`config.mk`:
```
export PLATFORM = sky130hd
export DESIGN_NAME = npc_cell
export DESIGN_NICKNAME = d
export VERILOG_FILES = /design/src/rtl/npc_pkg.sv /design/src/rtl/npc_cell.sv
export SDC_FILE = /design/constraint.sdc
export NUM_CORES = 1
export LEC_CHECK = 0
export BUFFER_PORTS_ARGS = -buffer_cell sky130_fd_sc_hd__buf_4
export CORE_ASPECT_RATIO = 0.7
export CORE_MARGIN = 10
export CORE_UTILIZATION = 41
export DETAILED_ROUTE_END_ITERATION = 8
export GPL_TIMING_DRIVEN = 1
export PLACE_DENSITY = 0.67
export SLEW_MARGIN = 20
export SYNTH_ARGS = -nofsm -noshare
export SYNTH_HDL_FRONTEND = slang
export SYNTH_SLANG_ARGS = --single-unit
```
`constraint.sdc`:
```
create_clock -name clk -period 6.9 [get_ports clk]
set_input_delay 0.69 -clock clk [delete_from_list [all_inputs] [get_ports clk]]
set_output_delay 0.69 -clock clk [all_outputs]
set_load 0.02 [all_outputs]
```
`src/rtl/npc_pkg.sv`:
```
// Shared types, widths and the fixed 16-color VGA palette for the quantizer.
`timescale 1ns / 1ps

package npc_pkg;

  localparam int PAL_SIZE = 16;
  localparam int IDX_W    = 4;
  localparam int CH_W     = 8;
  localparam int SQ_W     = 2 * CH_W;
  localparam int DIST_W   = 18;  // 3 * 255^2 = 195075 fits

  // Pixel plus the best match found so far, handed from cell to cell.
  typedef struct packed {
    logic [CH_W-1:0]   red;
    logic [CH_W-1:0]   green;
    logic [CH_W-1:0]   blue;
    logic [IDX_W-1:0]  best_idx;
    logic [DIST_W-1:0] best_err;
  } npc_token_t;

  // Palette entry as {red, green, blue}.
  function automatic logic [3*CH_W-1:0] pal_color(input logic [IDX_W-1:0] idx);
    logic [3*CH_W-1:0] c;
    case (idx)
      4'd0:    c = {8'd0,   8'd0,   8'd0};
      4'd1:    c = {8'd0,   8'd0,   8'd170};
      4'd2:    c = {8'd0,   8'd170, 8'd0};
      4'd3:    c = {8'd0,   8'd170, 8'd170};
      4'd4:    c = {8'd170, 8'd0,   8'd0};
      4'd5:    c = {8'd170, 8'd0,   8'd170};
      4'd6:    c = {8'd170, 8'd85,  8'd0};
      4'd7:    c = {8'd170, 8'd170, 8'd170};
      4'd8:    c = {8'd85,  8'd85,  8'd85};
      4'd9:    c = {8'd85,  8'd85,  8'd255};
      4'd10:   c = {8'd85,  8'd255, 8'd85};
      4'd11:   c = {8'd85,  8'd255, 8'd255};
      4'd12:   c = {8'd255, 8'd85,  8'd85};
      4'd13:   c = {8'd255, 8'd85,  8'd255};
      4'd14:   c = {8'd255, 8'd255, 8'd85};
      default: c = {8'd255, 8'd255, 8'd255};
    endcase
    return c;
  endfunction

endpackage

```
`src/rtl/npc_cell.sv`:
```
// One palette cell: distance to its own color, keeps the better of that and the incoming best.
`timescale 1ns / 1ps

module npc_cell #(
  parameter logic [npc_pkg::IDX_W-1:0] INDEX = '0
) (
  input  logic                clk,
  input  logic                rst_n,
  input  logic                en,
  input  logic                in_vld,
  input  npc_pkg::npc_token_t in_tok,
  output logic                out_vld,
  output npc_pkg::npc_token_t out_tok
);

  localparam logic [3*npc_pkg::CH_W-1:0] COLOR = npc_pkg::pal_color(INDEX);
  localparam logic [npc_pkg::CH_W-1:0] C_RED   = COLOR[3*npc_pkg::CH_W-1:2*npc_pkg::CH_W];
  localparam logic [npc_pkg::CH_W-1:0] C_GREEN = COLOR[2*npc_pkg::CH_W-1:npc_pkg::CH_W];
  localparam logic [npc_pkg::CH_W-1:0] C_BLUE  = COLOR[npc_pkg::CH_W-1:0];

  function automatic logic [npc_pkg::SQ_W-1:0] sq_diff(
    input logic [npc_pkg::CH_W-1:0] a,
    input logic [npc_pkg::CH_W-1:0] b
  );
    logic [npc_pkg::CH_W-1:0] d;
    d = (a >= b) ? (a - b) : (b - a);
    return d * d;
  endfunction

  logic [npc_pkg::DIST_W-1:0] err;
  logic                       take;
  logic                       vld_r;
  npc_pkg::npc_token_t        tok_r;
  npc_pkg::npc_token_t        tok_nxt;

  always_comb begin
    err = npc_pkg::DIST_W'(sq_diff(in_tok.red, C_RED))
        + npc_pkg::DIST_W'(sq_diff(in_tok.green, C_GREEN))
        + npc_pkg::DIST_W'(sq_diff(in_tok.blue, C_BLUE));
    // first cell always takes; later cells only on a strictly smaller distance
    take = (INDEX == '0) || (err < in_tok.best_err);
    tok_nxt = in_tok;
    if (take) begin
      tok_nxt.best_idx = INDEX;
      tok_nxt.best_err = err;
    end
  end

  always_ff @(posedge clk) begin
    if (!rst_n) begin
      vld_r <= 1'b0;
    end else if (en) begin
      vld_r <= in_vld;
    end
  end

  always_ff @(posedge clk) begin
    if (en) begin
      tok_r <= tok_nxt;
    end
  end

  assign out_vld = vld_r;
  assign out_tok = tok_r;

endmodule

```
==> impl_metrics.ini <==
[clock_tree]
h-tree-depth = 2
cts.repair.resized = 0
tritoncts = yes
clkLatencyLatePin_ps = 290
ctsHoldBuffers = 0
cts_buffers = 5
path_clk_slew_ps = 70
clk_path_buf_depth = 2
ctsRootBufferMaster = clkbuf_16
cts_setup_buffers = 0
cts_sinks = 43

[logic_synthesis]
syn_area_sq_um = 6870
yosys_register_bits = 43
synth_top_cell_area_share = 0.387
seq_area_frac_synth = 0.186
async_flop_share = 0
synth_flop_cell = edfxtp_1
synth_cells = 652
ys_types = 33
synth_top_family_by_area = adder cells
synth_top_area_cell = fa_1
synthMuxAreaShare = 0.00728
synthTopCellsByCount = 202 x inv_1, 133 x fa_1, 81 x ha_1
yosys.area_share.simple = 0.0998
ys_top_cells_by_area = fa_1 39%, edfxtp_1 18%, ha_1 15%
yosysWarnings = 0
synthAdderAreaFrac = 0.535
synth_edf_count = 42
synth_xor_area_frac = 0.0217
avgSynthCellArea_sq_um = 10.5
synth_compound_area_frac = 0.0324
yosysMostFrequentCell = inv_1

[cells_and_area]
instances_no_fill = 951
drive_gt1_frac = 0.116
diodes = 0
nets = 989
seqCellArea_sq_um = 1280
multi_input_area_sq_um = 4800
n_fill_cell = 1566
area.growth.synth_to_final_pct = 13.5
final_core_util = 0.476

[floorplanning]
start_util = 0.419
core_area_sq_um = 16400
die_h_um = 128
die_area_sq_um = 22400
die_x_um = 175
io_pins = 97
rows = 39

[sta]
grt_setup_unrepaired = no
finalCritPeriodShare = 0.920
finalSetupViolCount = 0
tightest_slew_ps = 616
skew_ps = 0
period_needed_ps = 6350
fmax_mhz = 157
drv_slew = 0
relSlewSlack = 0.589
setup_tns_ps = 0
timing_hold_violations_final = 0

[detailed_routing]
postRouteAntennaNets = 0
drc = 0
wl_per_cell_um = 13.8
num_vias = 4363
avgViaCountPerCell = 4.59
routed_wl_um = 13100
drt_iter0_drc = 156
dr.pass1.iters = 6

[grt]
grt_max_degree = 44
antenna_found_initial = 0
overflow = 0
grt_pass1_wl_um = 22500
grt_use_total = 0.124
grt_pass1_vias = 4507

[critical_path]
r2r_setup_slack_ps = 6310
crit_fanout = 11
r2r_start = out_vld
end_kind = register
r2r_end = out_vld
cp-start-kind = input pin
critical_path_required_ps = 6930
crit_type = input pin to register
cp.arrival_ps = 6380
reg2reg_depth = 2

[hold_path]
holdCritStartpoint = out_vld
min_to = out_vld
min_path_type = register to register
whs_path_depth = 2

[place]
dp.cells = 943
port-buffer-count = 70
place_congestion = 0.812
hpwl_um = 11200

[flow_run]
maxCapViolCount = 0

[outcome]
status = finished clean
==> worst max-delay path: stages <==
cell,delay [ps]
buf_4,170
and2_1,180
inv_1,60
fa_1,480
fa_1,550
inv_1,60
fa_1,480
fa_1,530
fa_1,550
fa_1,550
inv_1,50
fa_1,520
inv_1,40
ha_1,350
o211ai_1,130
a211oi_1,240
buf_4,180
nor2_1,60
o21ai_0,380
xor2_1,110
==> placed cells by master (no fill, tap or decap), drive strengths merged <==
cell type and count:
or4b 1, xor2 4, nor2b 10, nand4 3, o21ai 7, conb 4
a21o 6, o41ai 1, nand2 35, a21boi 1, dfxtp 1, clkbuf 5
a31oi 1, xnor2 13, or2 2, nand3 2, o31ai 1, nor3 1
o211ai 2, nand2b 2, mux2i 5, a211oi 1, clkinvlp 2, nor2 9
fa 133, inv 203, a21oi 15, nand3b 1, buf 71, and3 4
and2 57, edfxtp 42, ha 81
==> state kept, by name, indices dropped and copies added (netlist names) <==
register,cells
out_vld,1
out_tok,42
==> logic make-up (layout without fill, tap and decap cells) <==
kind of cell,Yosys count,count (layout)
adder cells (fa/ha/maj),214,214
buffers and inverters,210,281
AND/OR/NAND/NOR,127,127
flip-flops,43,43
AO/OA/AOI/OAI,35,35
XOR/XNOR,17,17
multiplexers,5,5
other,1,4
==> metrics by stage <==
stage                     hold slack, ps  area (sq um)  setup slack (ps)
after floorplan                      589          6880               872
after global placement               503          7650               367
after detailed placement             515          7650               316
after CTS                            526          7800               604
after global routing                 567          7800               329
final                                523          7800               550
==> how the worst max path moves through the flow <==
stage | end | depth (start not counted) | startpoint | slack (ps)
floorplan | out_tok[15] | 18 | in_tok[32] | 870
global placement | out_tok[17] | 20 | in_tok[25] | 370
detailed placement | out_tok[17] | 20 | in_tok[25] | 320
CTS | out_tok[17] | 20 | in_tok[25] | 600
global route | out_tok[17] | 20 | in_tok[25] | 330
finish | out_tok[17] | 20 | in_tok[25] | 550
==> cell type report <==
class,instances,share of cell area
Timing Repair Buffer,71,0.0683
Clock buffer,5,0.0160
Tap cell,225,0.0361
Sequential cell,43,0.164
Inverter,202,0.0972
Multi-Input combinational cell,402,0.615
Clock inverter,3,0.00305
==> layer usage <==
metal / share of wire / vias up / global-route usage
met1: 0.48 / 2187 / 0.179
met5: 0 / - / 0
met2: 0.45 / 97 / 0.192
li1: - / 2074 / -
met4: 0.0037 / 0 / 0.0149
met3: 0.061 / 5 / 0.0285
Power is left out: the tool's default activity adds up to more than one toggle a clock period on the data nets, which glitch-free logic cannot reach.
